==> config.mk <==
export PLATFORM = sky130hd
export DESIGN_NAME = rtc_bcd_date_to_unix_seconds_unit
export DESIGN_NICKNAME = d
export VERILOG_FILES = /design/src/sv/rbdu_pkg.sv /design/src/sv/rtc_bcd_date_to_unix_seconds_unit.sv /design/src/sv/rbdu_decode.sv /design/src/sv/rbdu_calendar.sv /design/src/sv/rbdu_accum.sv
export VERILOG_INCLUDE_DIRS = /design/src /design/src/sv
export SDC_FILE = /design/constraint.sdc
export NUM_CORES = 1
export LEC_CHECK = 0
export BUFFER_PORTS_ARGS = -buffer_cell sky130_fd_sc_hd__buf_2
export CORE_MARGIN = 2
export CORE_UTILIZATION = 30
export DETAILED_ROUTE_END_ITERATION = 10
export HOLD_SLACK_MARGIN = 0.05
export SYNTH_ARGS = -nofsm -noshare
export SYNTH_HDL_FRONTEND = slang
export SYNTH_SLANG_ARGS = --single-unit
export TNS_END_PERCENT = 1
==> constraint.sdc <==
create_clock -name clk -period 9.59 [get_ports clk]
set_clock_uncertainty 0.1 [all_clocks]
set_input_delay 0.959 -clock clk [delete_from_list [all_inputs] [get_ports clk]]
set_output_delay 0.959 -clock clk [all_outputs]
set_load 0.02 [all_outputs]
==> src/sv/rtc_bcd_date_to_unix_seconds_unit_defines.svh <==
// assertion macros shared by the rtc date-to-seconds unit
`ifndef RTC_BCD_DATE_TO_UNIX_SECONDS_UNIT_DEFINES_SVH
`define RTC_BCD_DATE_TO_UNIX_SECONDS_UNIT_DEFINES_SVH

// antecedent implies consequent, checked on every rising edge out of reset
`define RBDU_ASSERT_IMP(lbl, clk_s, rst_s, ante, cons, msg) \
  lbl: assert property (@(posedge clk_s) disable iff (!rst_s) (ante) |-> (cons)) \
    else $error(msg);

// condition must never hold out of reset
`define RBDU_ASSERT_NEVER(lbl, clk_s, rst_s, cond, msg) \
  lbl: assert property (@(posedge clk_s) disable iff (!rst_s) !(cond)) \
    else $error(msg);

`endif

==> src/sv/rbdu_pkg.sv <==
// shared types, constants and calendar tables of the rtc date-to-seconds unit
package rbdu_pkg;

  localparam int EPOCH_W = 38;
  localparam int DAYS_W  = 22;
  localparam int TOD_W   = 17;
  localparam int DOY_W   = 9;
  localparam int YEAR_W  = 14;
  localparam int CENT_W  = 7;

  localparam logic [YEAR_W-1:0] YEAR_BASE   = 14'd1970;
  localparam logic [DAYS_W-1:0] LEAPS_BASE  = 22'd477;   // leap years in 1..1969
  localparam logic [DAYS_W-1:0] DAYS_MAX    = 22'd2932896;
  localparam logic [7:0]        CENT_DFLT   = 8'd20;
  localparam logic [3:0]        MON_FEB     = 4'd2;

  // one decoded snapshot
  typedef struct packed {
    logic [7:0] sec;
    logic [7:0] min;
    logic [7:0] hour;
    logic [7:0] day;
    logic [7:0] mon;
    logic [7:0] yy;
    logic [7:0] cent;
  } dec_t;

  // checked fields and partial sums
  typedef struct packed {
    logic              bad;
    logic [DOY_W-1:0]  doy;
    logic [TOD_W-1:0]  tod;
    logic [YEAR_W-1:0] year;
    logic [CENT_W-1:0] cp;
    logic [4:0]        rq;
    logic              after;
  } cal_t;

  function automatic logic [4:0] month_len(input logic [3:0] m);
    logic [4:0] len;
    case (m)
      4'd1:    len = 5'd31;
      4'd2:    len = 5'd28;
      4'd3:    len = 5'd31;
      4'd4:    len = 5'd30;
      4'd5:    len = 5'd31;
      4'd6:    len = 5'd30;
      4'd7:    len = 5'd31;
      4'd8:    len = 5'd31;
      4'd9:    len = 5'd30;
      4'd10:   len = 5'd31;
      4'd11:   len = 5'd30;
      4'd12:   len = 5'd31;
      default: len = 5'd0;
    endcase
    return len;
  endfunction

  function automatic logic [DOY_W-1:0] month_start(input logic [3:0] m);
    logic [DOY_W-1:0] st;
    case (m)
      4'd1:    st = 9'd0;
      4'd2:    st = 9'd31;
      4'd3:    st = 9'd59;
      4'd4:    st = 9'd90;
      4'd5:    st = 9'd120;
      4'd6:    st = 9'd151;
      4'd7:    st = 9'd181;
      4'd8:    st = 9'd212;
      4'd9:    st = 9'd243;
      4'd10:   st = 9'd273;
      4'd11:   st = 9'd304;
      4'd12:   st = 9'd334;
      default: st = 9'd0;
    endcase
    return st;
  endfunction

endpackage

==> src/sv/rtc_bcd_date_to_unix_seconds_unit.sv <==
// top level of the rtc date-to-seconds unit: config register, stage chain, result port
//
// usage
//   input: present one rtc snapshot (seven raw bytes) on the in_raw_* ports and raise
//   start; the transfer happens at a rising edge with start high and busy low. busy
//   is always low, so a new snapshot may be transferred on every cycle.
//   result: out_valid is a one-cycle strobe; out_epoch_seconds and out_fields_invalid
//   are good for that cycle only. the receiver cannot stall, and none is needed since
//   nothing inside the block ever backs up.
//   pipeline: the input transfer passes through the decode, calendar checks, day count and
//   seconds multiply stages in that order before the out_valid strobe (the 22x17 multiply by
//   86400 fills the last stage). throughput: one snapshot per cycle.
//   config: cfg_data is bit 0 of the mode register (1 = binary fields, 0 = packed bcd);
//   cfg_ready is always high. write it only when no snapshot is in flight.
//   reset: synchronous, active low; clears the pipeline valid bits and selects bcd
//   mode. there is no clearing pass; the block is ready on the first cycle after reset.
module rtc_bcd_date_to_unix_seconds_unit
  import rbdu_pkg::*;
(
  input  logic               clk,
  input  logic               rst_n,
  // snapshot input
  input  logic               start,
  output logic               busy,
  input  logic [7:0]         in_raw_second,
  input  logic [7:0]         in_raw_minute,
  input  logic [7:0]         in_raw_hour,
  input  logic [7:0]         in_raw_day,
  input  logic [7:0]         in_raw_month,
  input  logic [7:0]         in_raw_year,
  input  logic [7:0]         in_raw_century,
  // result strobe
  output logic               out_valid,
  output logic [EPOCH_W-1:0] out_epoch_seconds,
  output logic               out_fields_invalid,
  // mode register write
  input  logic               cfg_valid,
  output logic               cfg_ready,
  input  logic               cfg_data
);

  `include "rtc_bcd_date_to_unix_seconds_unit_defines.svh"

  logic binary_mode_r;
  logic binary_mode_nxt;
  logic in_fire;
  logic dec_valid;
  dec_t dec;
  logic cal_valid;
  cal_t cal;

  // every stage moves forward every cycle, so the input never backs up
  assign busy      = 1'b0;
  assign cfg_ready = 1'b1;
  assign in_fire   = start && !busy;

  // mode register: only bit 0 of the write is kept
  assign binary_mode_nxt = (cfg_valid && cfg_ready) ? cfg_data : binary_mode_r;

  always_ff @(posedge clk) begin
    if (!rst_n) begin
      binary_mode_r <= 1'b0;
    end else begin
      binary_mode_r <= binary_mode_nxt;
    end
  end

  // stage 1: byte decode
  rbdu_decode u_decode (
    .clk         (clk),
    .rst_n       (rst_n),
    .in_fire     (in_fire),
    .binary_mode (binary_mode_r),
    .raw_second  (in_raw_second),
    .raw_minute  (in_raw_minute),
    .raw_hour    (in_raw_hour),
    .raw_day     (in_raw_day),
    .raw_month   (in_raw_month),
    .raw_year    (in_raw_year),
    .raw_century (in_raw_century),
    .dec_valid   (dec_valid),
    .dec         (dec)
  );

  // stage 2: checks and within-year offsets
  rbdu_calendar u_calendar (
    .clk       (clk),
    .rst_n     (rst_n),
    .dec_valid (dec_valid),
    .dec       (dec),
    .cal_valid (cal_valid),
    .cal       (cal)
  );

  // stages 3 and 4: days since the epoch, then seconds; invalid results forced to zero
  rbdu_accum u_accum (
    .clk         (clk),
    .rst_n       (rst_n),
    .cal_valid   (cal_valid),
    .cal         (cal),
    .res_valid   (out_valid),
    .res_seconds (out_epoch_seconds),
    .res_invalid (out_fields_invalid)
  );

  // each transfer shows up as one out_valid strobe, and each strobe has a transfer behind it
  `RBDU_ASSERT_IMP(a_fire_gives_result, clk, rst_n, in_fire, ##4 out_valid, "input transfer lost in pipeline")
  `RBDU_ASSERT_IMP(a_result_has_source, clk, rst_n, out_valid, $past(in_fire, 4), "result without input transfer")
  `RBDU_ASSERT_NEVER(a_invalid_is_zero, clk, rst_n, out_valid && out_fields_invalid && (out_epoch_seconds != '0), "invalid result carries nonzero seconds")

endmodule

==> src/sv/rbdu_decode.sv <==
// stage 1: bcd or binary decode of the raw rtc bytes
module rbdu_decode
  import rbdu_pkg::*;
(
  input  logic       clk,
  input  logic       rst_n,
  input  logic       in_fire,
  input  logic       binary_mode,
  input  logic [7:0] raw_second,
  input  logic [7:0] raw_minute,
  input  logic [7:0] raw_hour,
  input  logic [7:0] raw_day,
  input  logic [7:0] raw_month,
  input  logic [7:0] raw_year,
  input  logic [7:0] raw_century,
  output logic       dec_valid,
  output dec_t       dec
);

  logic dec_valid_r;
  dec_t dec_r;
  dec_t dec_nxt;

  function automatic logic [7:0] decode_byte(input logic [7:0] b, input logic bin);
    logic [7:0] hi;
    hi = {4'd0, b[7:4]};
    return bin ? b : (hi << 3) + (hi << 1) + {4'd0, b[3:0]};
  endfunction

  always_comb begin
    dec_nxt.sec  = decode_byte(raw_second, binary_mode);
    dec_nxt.min  = decode_byte(raw_minute, binary_mode);
    dec_nxt.hour = decode_byte(raw_hour, binary_mode);
    dec_nxt.day  = decode_byte(raw_day, binary_mode);
    dec_nxt.mon  = decode_byte(raw_month, binary_mode);
    dec_nxt.yy   = decode_byte(raw_year, binary_mode);
    // zero century byte means the 2000s
    dec_nxt.cent = (raw_century == 8'd0) ? CENT_DFLT : decode_byte(raw_century, binary_mode);
  end

  always_ff @(posedge clk) begin
    if (!rst_n) begin
      dec_valid_r <= 1'b0;
    end else begin
      dec_valid_r <= in_fire;
    end
  end

  always_ff @(posedge clk) begin
    if (in_fire) begin
      dec_r <= dec_nxt;
    end
  end

  assign dec_valid = dec_valid_r;
  assign dec       = dec_r;

endmodule

==> src/sv/rbdu_calendar.sv <==
// stage 2: range checks, leap rule, day of year, time of day, century split
module rbdu_calendar
  import rbdu_pkg::*;
(
  input  logic clk,
  input  logic rst_n,
  input  logic dec_valid,
  input  dec_t dec,
  output logic cal_valid,
  output cal_t cal
);

  logic              cal_valid_r;
  cal_t              cal_r;
  cal_t              cal_nxt;
  logic [3:0]        mon4;
  logic              mon_ok;
  logic              leap;
  logic [4:0]        dim;
  logic [CENT_W-1:0] yy7;
  logic [CENT_W-1:0] cent7;
  logic [CENT_W-1:0] r7;

  always_comb begin
    mon4   = dec.mon[3:0];
    mon_ok = (dec.mon >= 8'd1) && (dec.mon <= 8'd12);
    yy7    = dec.yy[CENT_W-1:0];
    cent7  = dec.cent[CENT_W-1:0];
    // year % 4 follows the two digits, a century year follows the century
    leap   = (yy7 != 7'd0) ? (yy7[1:0] == 2'd0) : (cent7[1:0] == 2'd0);
    dim    = month_len(mon4) + {4'd0, (mon4 == MON_FEB) && leap};

    cal_nxt.bad = (dec.sec > 8'd59) || (dec.min > 8'd59) || (dec.hour > 8'd23) ||
                  (dec.yy > 8'd99) || (dec.cent > 8'd99) || !mon_ok ||
                  (dec.day == 8'd0) || (dec.day > {3'd0, dim});

    cal_nxt.doy = month_start(mon4) + {8'd0, (mon4 > MON_FEB) && leap} +
                  {4'd0, dec.day[4:0]} - 9'd1;
    cal_nxt.tod = {12'd0, dec.hour[4:0]} * 17'd3600 + {11'd0, dec.min[5:0]} * 17'd60 +
                  {11'd0, dec.sec[5:0]};

    cal_nxt.year  = {7'd0, cent7} * 14'd100 + {7'd0, yy7};
    cal_nxt.after = cal_nxt.year > YEAR_BASE;

    // year - 1 split into century cp and remainder r7
    cal_nxt.cp = (yy7 == 7'd0) ? cent7 - 7'd1 : cent7;
    r7         = (yy7 == 7'd0) ? 7'd99 : yy7 - 7'd1;
    cal_nxt.rq = r7[6:2];
  end

  always_ff @(posedge clk) begin
    if (!rst_n) begin
      cal_valid_r <= 1'b0;
    end else begin
      cal_valid_r <= dec_valid;
    end
  end

  always_ff @(posedge clk) begin
    if (dec_valid) begin
      cal_r <= cal_nxt;
    end
  end

  assign cal_valid = cal_valid_r;
  assign cal       = cal_r;

endmodule

==> src/sv/rbdu_accum.sv <==
// stages 3 and 4: whole-year days, total days, scaling to seconds
module rbdu_accum
  import rbdu_pkg::*;
(
  input  logic               clk,
  input  logic               rst_n,
  input  logic               cal_valid,
  input  cal_t               cal,
  output logic               res_valid,
  output logic [EPOCH_W-1:0] res_seconds,
  output logic               res_invalid
);

  `include "rtc_bcd_date_to_unix_seconds_unit_defines.svh"

  logic               s3_valid_r;
  logic               s3_bad_r;
  logic [DAYS_W-1:0]  s3_days_r;
  logic [DAYS_W-1:0]  s3_days_nxt;
  logic [TOD_W-1:0]   s3_tod_r;
  logic [11:0]        lp;
  logic [12:0]        yspan;
  logic [DAYS_W-1:0]  ydays;
  logic               s4_valid_r;
  logic               s4_bad_r;
  logic [EPOCH_W-1:0] s4_secs_r;
  logic [EPOCH_W-1:0] s4_secs_nxt;
  logic [EPOCH_W:0]   prod;

  always_comb begin
    // leap years in 1..year-1, no division needed
    lp    = {5'd0, cal.cp} * 12'd24 + {7'd0, cal.rq} + {7'd0, cal.cp[6:2]};
    yspan = 13'(cal.year - YEAR_BASE);
    ydays = {9'd0, yspan} * 22'd365 + {10'd0, lp} - LEAPS_BASE;
    s3_days_nxt = (cal.after ? ydays : '0) + {13'd0, cal.doy};
  end

  always_comb begin
    prod        = {17'd0, s3_days_r} * 39'd86400 + {22'd0, s3_tod_r};
    s4_secs_nxt = s3_bad_r ? '0 : prod[EPOCH_W-1:0];
  end

  always_ff @(posedge clk) begin
    if (!rst_n) begin
      s3_valid_r <= 1'b0;
      s4_valid_r <= 1'b0;
    end else begin
      s3_valid_r <= cal_valid;
      s4_valid_r <= s3_valid_r;
    end
  end

  always_ff @(posedge clk) begin
    if (cal_valid) begin
      s3_bad_r  <= cal.bad;
      s3_days_r <= s3_days_nxt;
      s3_tod_r  <= cal.tod;
    end
    if (s3_valid_r) begin
      s4_bad_r  <= s3_bad_r;
      s4_secs_r <= s4_secs_nxt;
    end
  end

  assign res_valid   = s4_valid_r;
  assign res_seconds = s4_secs_r;
  assign res_invalid = s4_bad_r;

  `RBDU_ASSERT_IMP(a_days_in_range, clk, rst_n, s3_valid_r && !s3_bad_r, s3_days_r <= DAYS_MAX, "day count beyond year 9999")

endmodule
# [Word level (Yosys, flattened, before mapping)]
# Memory sizes are Yosys's and may differ from the RTL's. A register that Yosys moved wholly into a read port is not among the register bits.
# Cells that the tools add are included.
[classes] add_sub_neg=30 n_mul=6 order_cmp=10 n_eq_ne=1 n_mux=12 reduce_logical=17
[op_table] op="adder 7 x 5 -> 8 bit" n=7
[op_table] op="adder 8 x 4 -> 8 bit" n=7
[op_table] op="2-to-1 mux 8 bit" n=7
[op_table] op="adder 38 x 17 -> 38 bit" n=1
[op_table] op="multiplier 22 x 10 -> 31 bit, second input constant" n=1
[op_table] op="adder 12 x 5 -> 12 bit" n=2
[op_table] op="adder 22 x 12 -> 22 bit" n=1
[op_table] op="adder 22 x 9 -> 22 bit" n=1
[op_table] op="multiplier 13 x 9 -> 22 bit, second input constant" n=1
[op_table] op="2-to-1 mux 22 bit" n=1
[op_table] op="subtractor 22 x 9 -> 22 bit, second input constant" n=1
[op_table] op="adder 17 x 12 -> 17 bit" n=1
[op_table] op="adder 17 x 6 -> 17 bit" n=1
[op_table] op="> comparator 8 x 6 -> 1 bit, second input constant" n=2
[op_table] op="> comparator 8 x 7 -> 1 bit, second input constant" n=2
[op_table] op="logical NOT 8 bit" n=2
[op_table] op="adder 14 x 7 -> 14 bit" n=1
[op_table] op="> comparator 14 x 11 -> 1 bit, second input constant" n=1
[op_table] op="subtractor 7 x 1 -> 7 bit, second input constant" n=2
[op_table] op="multiplier 5 x 8 -> 13 bit, second input constant" n=1
[op_table] op="subtractor 13 x 11 -> 13 bit, second input constant" n=1
[op_table] op="multiplier 7 x 5 -> 12 bit, second input constant" n=1
[op_table] op="multiplier 6 x 4 -> 10 bit, second input constant" n=1
[op_table] op="adder 9 x 1 -> 9 bit" n=1
[op_table] op="19 further kinds" n=29
[totals] register_bits=193 romBits=224 wordCells=102 memories=2
[memory_table] memory="(name not given)" depth=16 width=9 rd=1 rd_ports_with_merged_regs=1 write_ports=0 line_no="rbdu_pkg.sv:61" text="case (m)"
[memory_table] memory="(name not given)" depth=16 width=5 rd=1 rd_ports_with_merged_regs=1 write_ports=0 line_no="rbdu_pkg.sv:41" text="case (m)"

# [Logic depth before layout (Yosys ltp)]
# Gate-level depths: netlist of the first run.
[logic_depth] ltp_word=8 mapped_depth=29 ltp_nobuf=29

# [Cells and area by module]
# From an unflattened synthesis of the first run, not the netlist that was laid out.
[hier_totals] cells_unflattened=2163 area_unflattened_um2=21506.9
[by_module_without_submodules] module="rbdu_accum" instances=1 cells_per_inst=1290 area_per_inst_um2=12146.6 seq_area_each_um2=2412.3
[by_module_without_submodules] module="rbdu_calendar" instances=1 cells_per_inst=538 area_per_inst_um2=5497.8 seq_area_each_um2=1641.6
[by_module_without_submodules] module="rbdu_decode" instances=1 cells_per_inst=328 area_per_inst_um2=3803.6 seq_area_each_um2=1701.6
[by_module_without_submodules] module="rtc_bcd_date_to_unix_seconds_unit" instances=1 cells_per_inst=7 area_per_inst_um2=58.8 seq_area_each_um2=20.0

# [Worst setup path after synthesis of the first run]
# No wires, ideal clock.
[synth_path] path_type="register -> register" from="register u_calendar.cal_r, in the netlist u_calendar.cal[14]" to="register u_accum.s3_days_r[21] (data pin)" setup_ns=0.259 arrival_ns=6.442 required_time_ns=9.231 slack_ns=2.790 stages_incl_launch_ff=24 n_path_buf=0 path_cell_list="edfxtp_1 inv_1 ha_1 nand2b_1 a31oi_1 xnor2_1 ha_1 fa_1 fa_1 fa_1 inv_1 fa_1 inv_1 ha_1 and3_1 a221oi_1 o211ai_1 a221oi_1 xnor2_1 nand2_1 or4_1 nor3_2 nand4_1 xor2_1"
[synth_via] elab_chain_cells=6
[synth_rtl] element="from (decl)" line_no="rbdu_calendar.sv:14" text="cal_t cal_r;"
[synth_rtl] element="from (signal assigned)" line_no="rbdu_calendar.sv:61" text="cal_r <= cal_nxt;"
[synth_rtl] element="subtractor 13 x 11 -> 13 bit" line_no="rbdu_accum.sv:33" text="yspan = 13'(cal.year - YEAR_BASE);"
[synth_rtl] element="multiplier 13 x 9 -> 22 bit" line_no="rbdu_accum.sv:34" text="ydays = {9'd0, yspan} * 22'd365 + {10'd0, lp} - LEAPS_BASE;"
[synth_rtl] element="adder 22 x 12 -> 22 bit" line_no="rbdu_accum.sv:34"
[synth_rtl] element="subtractor 22 x 9 -> 22 bit" line_no="rbdu_accum.sv:34"
[synth_rtl] element="2-to-1 mux 22 bit" line_no="rbdu_accum.sv:35" text="s3_days_nxt = (cal.after ? ydays : '0) + {13'd0, cal.doy};"
[synth_rtl] element="adder 22 x 9 -> 22 bit" line_no="rbdu_accum.sv:35"
[synth_rtl] element="net u_accum.s3_days_nxt[21]" line_no="rbdu_accum.sv:19" text="logic [DAYS_W-1:0] s3_days_nxt;"
[synth_rtl] element="to (signal assigned)" line_no="rbdu_accum.sv:56" text="s3_days_r <= s3_days_nxt;"
[synth_rtl] element="to (decl)" line_no="rbdu_accum.sv:18" text="logic [DAYS_W-1:0] s3_days_r;"
# The timed path passes the listed nets, and every way through them passes these cells.
# A chain may end at the register's enable or synchronous reset.

# [Final worst setup path of the first run]
# Same ends and word-level chain as after synthesis.

==> results of run 1 <==
==> path summary, 6_finish.rpt <==
check	end	slack, ps	cells past startpoint
worst min-delay path	u_accum.s3_tod_r[5]	320	0
worst min register to register	u_accum.s3_tod_r[5]	320	0
worst max-delay path	u_accum.s3_days_r[21]	2140	23
worst max register to register	u_accum.s3_days_r[21]	2140	23
==> worst max-delay path, delay by kind of cell (launching register included) <==
kind / cells / cell delay (ps)
adders and majority gates: 7 / 2980
AOI/OAI and AO/OA: 4 / 1450
and+or+nand+nor: 6 / 1260
xor gates and xnor gates: 3 / 650
DFF: 1 / 410
buffers and inverters: 3 / 340
==> per-layer routing <==
metal / GRT usage, % / vias up / routed length [µm]
met3: 1.59 / 40 / 1220
met5: 0 / - / 11
met2: 18.0 / 145 / 18000
met4: 1.64 / 2 / 524
li1: - / 7292 / -
met1: 15.0 / 6404 / 19800
==> cells by family after synthesis <==
kind of cell / after synthesis
buffers and inverters: 402
flip-flops: 205
adder cells (fa/ha/maj): 524
XOR/XNOR: 194
multiplexers: 31
AO/OA/AOI/OAI: 360
other: 2
AND/OR/NAND/NOR: 375
==> cells in the final DEF, fill, tap and decap left out, types with 6 or more instances in the layout <==
master	n
nand2b_1	15
buf_2	100
edfxtp_1	188
o21ai_0	71
clkbuf_1	6
nor2_1	96
nor3_1	16
nor4_1	10
nor2b_1	32
mux2i_1	14
clkbuf_16	25
fa_1	145
xnor2_1	131
o31a_1	9
a31oi_1	11
xor2_1	60
mux2_2	17
a21oi_1	133
inv_1	374
o211ai_1	6
and3_1	13
and2_1	22
o21bai_1	18
nand2_1	104
nand3_1	25
o21a_1	11
nand4_1	9
dfxtp_1	13
ha_1	379
a21o_1	54
==> layout make-up <==
cell class,instances,area share (%)
tap,940,4.96
clock buffer,31,2.73
sequential,205,25.2
timing repair buffer,105,2.27
multi-input combinational,1486,58.4
inverter,374,5.92
clock inverter,15,0.490
==> registers in the layout, indices dropped and copies added, names as in the netlist, 17 cells and up, named ones only <==
| name | cells |
|---|---|
| u_decode.dec | 56 |
| u_calendar.cal | 53 |
| u_accum.res_seconds | 38 |
| u_accum.s3_days_r | 22 |
| u_accum.s3_tod_r | 17 |
==> stage by stage <==
stage | area (µm²) | worst slack [ps] | hold slack [ps] | util, %
after floorplan | 21400 | 2790 | 300 | -
after global placement | 23000 | 2150 | 303 | 32.7
after detailed placement | 23000 | 2060 | 305 | 32.7
after CTS | 23700 | 2060 | 319 | 33.8
after global routing | 23700 | 1540 | 325 | 33.8
final | 23700 | 2140 | 317 | 33.8
==> qor.yml, run 1 <==
timing:
  finalCritPeriodShare_pct: 77.7
  setup_viol: 0
  slew_viol_final: 0
  setup-tns-final_ps: 0
  hold_viol: 0
  rsz0062_at_grt: "no"
  min_period_ps: 7450
  clock.fmax_mhz: 134
  worstMarginPinSlew_ps: 1050
  slew_headroom_pct: 30.2
logic_synthesis:
  synth_edf_count: 188
  syn-cell-area_um2: 21400
  synthMuxAreaShare_pct: 1.55
  synth.top_cells.by_count: "379 x ha_1, 374 x inv_1, 188 x edfxtp_1"
  netlist.top_cell.by_area: "edfxtp_1"
  synth_xor_area_share_pct: 8.05
  syn_inst: 2093
  synth_simple_gate_area_share_pct: 8.81
  synth_top_family_by_area: "adder cells"
  yosysSeqAreaShare_pct: 28.0
  synth_compound_area_share_pct: 10.6
  synth_fp_nets: 2678
  ys_ff_latch: 205
  synthArstFlopShare_pct: 0
  synth_top_area_share_pct: 26.4
  ys_types: 80
  synth_adder_area_share_pct: 35.7
  ys_warn_count: 0
  ys.flop_type: "edfxtp_1"
  yosysMostFrequentCell: "ha_1"
  synth_area_leaders: "edfxtp_1 26%, ha_1 22%, fa_1 14%"
  avgSynthCellArea_um2: 10.2
setup_path:
  slowest_delay_ps: 540
  reg2reg_from: "u_calendar.cal[14]"
  startpoint: "u_calendar.cal[14]"
  path_cells: "inv_1 -> ha_1 -> nand2b_1 -> a31oi_1 -> xnor2_1 -> ha_1 -> fa_1 -> fa_1 -> fa_1 -> inv_1 -> fa_1 -> inv_1 -> ha_1 -> and3_1 -> a221oi_1 -> o211ai_1 -> a221oi_1 -> xnor2_1 -> nand2_1 -> or4_1 -> nor3_2 -> nand4_1 -> xor2_1"
  crit_fanout: 8
  path_class: "flop to flop"
  cp.required_ps: 9790
  cp-end-kind: "flop"
  crit_path_top_delay_cell: "fa_1"
  crit_arrival_ps: 7650
  start_kind: "flop"
  crit_path_frequent_cell: "fa_1"
job:
  drv_cap: 0
final_layout:
  fill_cells: 7165
  drive_gt1_share_pct: 8.66
  final_cells: 3156
  layout.nets: 2782
  area_growth_pct: 10.9
  diodes: 0
  multiInputGateArea_um2: 13900
  regArea_um2: 5990
place:
  gp_congestion: 0.820
  hpwl_mm: 33.2
  dp.cells: 3110
  port-buffer-count: 100
floorplan:
  ios: 103
  rows: 97
  dieArea_um2: 73500
  start_util_pct: 30.4
  die_h_um: 271
  dieWidth_um: 271
  core_area_um2: 70300
clock_tree:
  cts.sinks: 205
  cts_setup_buffers: 0
  clockBufferDepth: 3
  cts-root-buf: "clkbuf_16"
  clk_pin_slew_ps: 60
  cts_buffers: 25
  h-tree-depth: 1
  cts_resized: 0
  tritoncts: "done"
  clk_latency_ps: 560
  cts_hold_buf: 0
route:
  firstDrtPassIters: 5
  routed_wl_mm: 39.6
  drtIter0Drc: 569
  vias_per_cell: 4.40
  drc: 0
  vias: 13883
  antenna_left: 0
  wl_per_cell_um: 12.5
worst_hold_path:
  hold_start: "u_calendar.cal[32]"
  hold_class: "flop to flop"
global_routing:
  grt.total_usage_pct: 10.8
  grt.overflow.total: 0
  grt_max_degree: 71
  grt_pass1_wl_mm: 67.0
  grt_pass1_vias: 13821
  antenna_found_initial: 1
outcome:
  status: "finished clean"
Power of run 1 is not shown: default switching activity piles up to over one toggle a cycle in this logic, so the estimate is an artifact.
==> run 2: changes to the inputs <==
==> constraint.sdc (replaced) <==
create_clock -name clk -period 6.8 [get_ports clk]
set_clock_uncertainty 0.1 [all_clocks]
set_input_delay 0.68 -clock clk [delete_from_list [all_inputs] [get_ports clk]]
set_output_delay 0.68 -clock clk [all_outputs]
set_load 0.02 [all_outputs]
==> run 2 against run 1 <==
Via count is 1.5% higher. Cell count is 1.3% higher. Sequential cell count stayed put. Fmax is 12% higher. Sequential share of layout area is 0.79 points lower.
==> qor.yml, run 2 (synthesized netlist as in run 1, its figures left out) <==
route:
  routed.top_layer: "met4"
  antenna_left: 0
  route.met2.wl_mm: 18.6
  met3_length_mm: 1.04
  drc: 0
  vias_per_cell: 4.41
  firstDrtPassIters: 7
  drtIter0Drc: 487
  wl_per_cell_um: 12.5
  routed_wl_mm: 40.0
  wl_met1_mm: 19.7
  vias: 14095
setup_path:
  path_class: "flop to flop"
  reg2reg_setup_slack_ps: 120
  cp.required_ps: 7000
  crit_fanout: 4
  crit_path_top_delay_cell: "or4_4"
  rr_worst_depth: 28
  cp-end-kind: "flop"
  slowest_delay_ps: 570
  reg2reg_from: "u_calendar.cal[6]"
  r2r_end: "u_accum.s3_days_r[21]"
  crit_arrival_ps: 6880
  start_kind: "flop"
worst_hold_path:
  hold_start: "in_raw_second[0]"
  whs_endpoint: "u_decode.dec[48]"
  min_path_cells: 1
  hold_class: "input port to flop"
final_layout:
  layout.nets: 2823
  final_common_cell: "ha_1"
  drive_gt1_share_pct: 12.5
  regMostFlops: "u_decode.dec"
  diodes: 0
  layout_common_cells: "372 x ha_1, 369 x inv_1, 188 x edfxtp_1, 144 x fa_1, 128 x a21oi_1"
  largest_register_ffs: 56
  area_growth_pct: 14.5
  postLayoutCoreUtil_pct: 34.9
clock_tree:
  cts.sinks: 205
  clk_latency_ps: 570
  clockBufferDepth: 3
  cts_buffers: 26
  cts-root-buf: "clkbuf_16"
  tritoncts: "done"
  clk_pin_slew_ps: 60
  h-tree-depth: 1
  cts_hold_buf: 0
place:
  hpwl_mm: 33.1
  gp_congestion: 0.838
  port-buffer-count: 100
floorplan:
  dieWidth_um: 271
  die_h_um: 271
  rows: 97
  start_util_pct: 30.4
  dieArea_um2: 73500
  ios: 103
  core_area_um2: 70300
timing:
  finalCritPeriodShare_pct: 98.2
  rsz0062_at_grt: "yes"
  hold_viol: 0
  setup_viol: 0
  worstMarginPinSlew_ps: 962
  clock.fmax_mhz: 150
  slew_headroom_pct: 35.2
  min_period_ps: 6680
  slew_viol_final: 0
global_routing:
  antenna_found_initial: 0
  grt.overflow.total: 0
  grt_max_degree: 71
  grt_pass1_wl_mm: 67.8
  grt_pass1_vias: 13981
  grt.total_usage_pct: 10.9
outcome:
  status: "finished clean"
job:
  drv_cap: 0
==> run 2: cell count changes in the layout (fill, tap and decap cells not counted), sizes merged <==
cell      change
clkbuf        +1
clkinvlp      +1
clkinv        -3
inv           -1
bufinv        +4
buf          +40
==> run 2: layout make-up <==
class / count / area (µm²)
multi-input combinational: 1486 / 14100
timing repair buffer: 145 / 838
fill: 7106 / 45800
inverter: 374 / 1400
clock buffer: 32 / 713
clock inverter: 16 / 241
sequential: 205 / 5990
tap: 940 / 1180
==> run 2: timing repair <==
action,CTS,global route
setup endpoints to repair,3,7
endpoints found under the hold margin,0,0
gates cloned,0,0
resized for setup,1,50
pin swaps,1,37
setup buffers,0,3
==> run 2: worst max path at each step <==
stage,startpoint,to
after floorplan,u_calendar.cal[14],u_accum.s3_days_r[21]
after global placement,u_calendar.cal[6],u_accum.s3_days_r[21]
after detailed placement,u_calendar.cal[6],u_accum.s3_days_r[21]
after CTS,u_calendar.cal[6],u_accum.s3_days_r[21]
after global routing,u_calendar.cal[6],u_accum.s3_days_r[21]
final,u_calendar.cal[6],u_accum.s3_days_r[21]
==> run 2: layer usage <==
layer | vias to the layer above | GRT usage, %
met2 | 142 | 18.4
met4 | 0 | 2.05
met3 | 46 | 1.36
li1 | 7394 | -
met1 | 6513 | 14.9
met5 | - | 0
==> run 2: worst max-delay path, delay by kind of cell (launching register included) <==
kind / cells / cell delay (ps)
AO/OA/AOI/OAI: 5 / 910
flip-flops: 1 / 430
buffers and inverters: 6 / 270
XOR/XNOR: 3 / 500
adder cells (fa/ha/maj): 7 / 2780
AND/OR/NAND/NOR: 7 / 1420
==> run 2: metrics by stage <==
step           setup WS (ps)  TNS, ps  hold slack (ps)  instance area (µm²)  cells
2_1_floorplan            100        0              300                21400   2093
3_3_place_gp            37.9        0              303                23300   3147
3_5_place_dp           -46.1    -46.1              305                23300   3147
4_1_cts                 25.3        0              145                24200   3195
5_1_grt                 -177     -435              159                24500   3198
6_report                 121        0              185                24500   3198
Power of run 2 is left out for the same reason.
==> run 3: changes to the inputs <==
--- a/config.mk
+++ b/config.mk
@@ -13,5 +13,6 @@
 export HOLD_SLACK_MARGIN = 0.05
 export SYNTH_ARGS = -nofsm -noshare
 export SYNTH_HDL_FRONTEND = slang
+export SYNTH_HIERARCHICAL = 1
 export SYNTH_SLANG_ARGS = --single-unit
 export TNS_END_PERCENT = 1
==> run 3 against run 2 <==
Cell count rose by 1.2%. Utilization fell by 1.2 points. Area after synthesis rose by 0.40%. First-iteration DRC count rose by 7.4%. Design area fell by 2.1%. Global-route usage rose by 0.34 points. Non-clock buffer count fell by 19. Critical path type unchanged. Largest cell class unchanged. Highest routed layer unchanged.
==> qor.yml, run 3 <==
place:
  gp_congestion: 0.852
  port-buffer-count: 100
  dp.cells: 3201
  placed_area_um2: 23200
  dp_slack_ps: 8.52
  hpwl_mm: 34.0
setup_path:
  rr_worst_depth: 27
  crit_fanout: 3
  r2r_end: "u_accum/s3_days_r[20]"
  reg2reg_setup_slack_ps: 210
  reg2reg_from: "u_calendar/cal[15]"
  crit_arrival_ps: 6720
  cp.required_ps: 6930
  cp-end-kind: "flop"
  start_kind: "flop"
  path_class: "flop to flop"
global_routing:
  grt_max_degree: 68
  grt.overflow.total: 0
  grt_pass1_wl_mm: 68.6
  antenna_found_initial: 0
  grt.total_usage_pct: 11.2
  grt_pass1_vias: 14238
final_layout:
  postLayoutCoreUtil_pct: 33.7
  diodes: 0
  layout.nets: 2858
  fill_cells: 7301
  regMostFlops: "u_decode/dec"
  postLayoutCellArea_um2: 24000
  multiInputGateArea_um2: 14200
  final_cells: 3237
  drive_gt1_share_pct: 10.1
  largest_register_ffs: 56
  regArea_um2: 5750
  layout_common_cells: "404 x inv_1, 376 x ha_1, 188 x edfxtp_1, 144 x fa_1, 115 x nor2_1"
  final_common_cell: "inv_1"
  area_growth_pct: 11.7
logic_synthesis:
  syn_inst: 2162
  synth_fp_nets: 2746
  avgSynthCellArea_um2: 9.93
  syn-cell-area_um2: 21500
  ys_warn_count: 6
floorplan:
  dieArea_um2: 73700
  dieWidth_um: 272
  start_util_pct: 30.1
  rows: 98
  ios: 103
  core_area_um2: 71200
  die_h_um: 272
route:
  firstDrtPassIters: 4
  wl_per_cell_um: 12.4
  drc: 0
  vias: 14288
  antenna_left: 0
  vias_per_cell: 4.41
  drtIter0Drc: 523
  routed_wl_mm: 40.3
timing:
  slew_viol_final: 0
  setup_ws_ps: 214
  hold_viol: 0
  min_period_ps: 6590
  rsz0062_at_grt: "yes"
  slew_headroom_pct: 37.2
  worstMarginPinSlew_ps: 942
  setup_viol: 0
  clock.fmax_mhz: 152
  finalCritPeriodShare_pct: 96.8
clock_tree:
  h-tree-depth: 4
  clockBufferDepth: 2
  clk_latency_ps: 480
  cts-root-buf: "clkbuf_16"
  cts_hold_buf: 0
  clk_pin_slew_ps: 70
  cts_buffers: 17
  cts.sinks: 193
  tritoncts: "done"
worst_hold_path:
  hold_start: "in_raw_minute[0]"
  whs_endpoint: "u_decode/dec[40]"
  hold_class: "input port to flop"
  min_path_cells: 1
job:
  drv_cap: 0
outcome:
  status: "finished clean"
-- run 3: through the flow --
| step | hold WS (ps) | TNS (ps) |
|---|---|---|
| detailed placement | 305 | 0 |
| CTS | 235 | 0 |
| floorplan | 300 | 0 |
| global placement | 306 | 0 |
| finish | 272 | 0 |
| global route | 235 | -486 |
-- run 3: how the worst max path moves through the flow --
| stage | start | endpoint | slack (ps) | cells past startpoint |
|---|---|---|---|---|
| 6_report | u_calendar/cal[15] | u_accum/s3_days_r[20] | 210 | 27 |
| 3_5_place_dp | u_calendar/cal[15] | u_accum/s3_days_r[20] | 9 | 27 |
| 4_1_cts | u_calendar/cal[15] | u_accum/s3_days_r[20] | 20 | 27 |
| 2_1_floorplan | u_calendar/cal[14] | u_accum/s3_days_r[21] | 140 | 26 |
| 3_3_place_gp | u_calendar/cal[14] | u_accum/s3_days_r[20] | 120 | 27 |
| 5_1_grt | u_calendar/cal[15] | u_accum/s3_days_r[21] | -200 | 27 |
-- run 3: final cells by class --
cell class	count	area share, %
timing repair buffer	126	2.90
multi-input combinational	1530	59.2
tap	950	4.95
sequential	193	24.0
clock buffer	17	1.77
inverter	406	6.35
clock inverter	15	0.803
-- run 3: what timing repair did --
| item | CTS | global route |
|---|---|---|
| setup buffers | 0 | 4 |
| endpoints found under the setup margin | 1 | 13 |
| hold endpoints to repair | 0 | 0 |
| pin swaps | 0 | 8 |
| resized for setup | 1 | 33 |
-- run 3: critical path, stage by stage (launching register included) --
cell and delay (ps):
edfxtp_1 430, inv_1 110, ha_1 190, nand2b_1 120, a31oi_4 200, and3b_1 230, xnor2_2 260, ha_4 270
fa_1 530, inv_1 50, fa_1 470, inv_1 50, fa_1 520, inv_1 50, fa_1 530, inv_1 40
ha_1 300, a21o_1 190, a21o_1 170, a21o_1 190, a2111oi_2 330, buf_4 170, nor2_1 40, xnor2_1 230
nor2b_4 210, nand2_1 70, nor3_2 200, xnor2_1 80
-- run 3: routing by layer --
| layer | vias to the layer above | track usage, % | part of all wire (%) |
|---|---|---|---|
| met5 | - | 0 | 0 |
| met4 | 0 | 2.41 | 0.99 |
| met3 | 23 | 2.05 | 2.2 |
| met2 | 125 | 18.5 | 46 |
| met1 | 6593 | 15.2 | 51 |
| li1 | 7547 | - | - |
Power of run 3 is left out for the same reason.
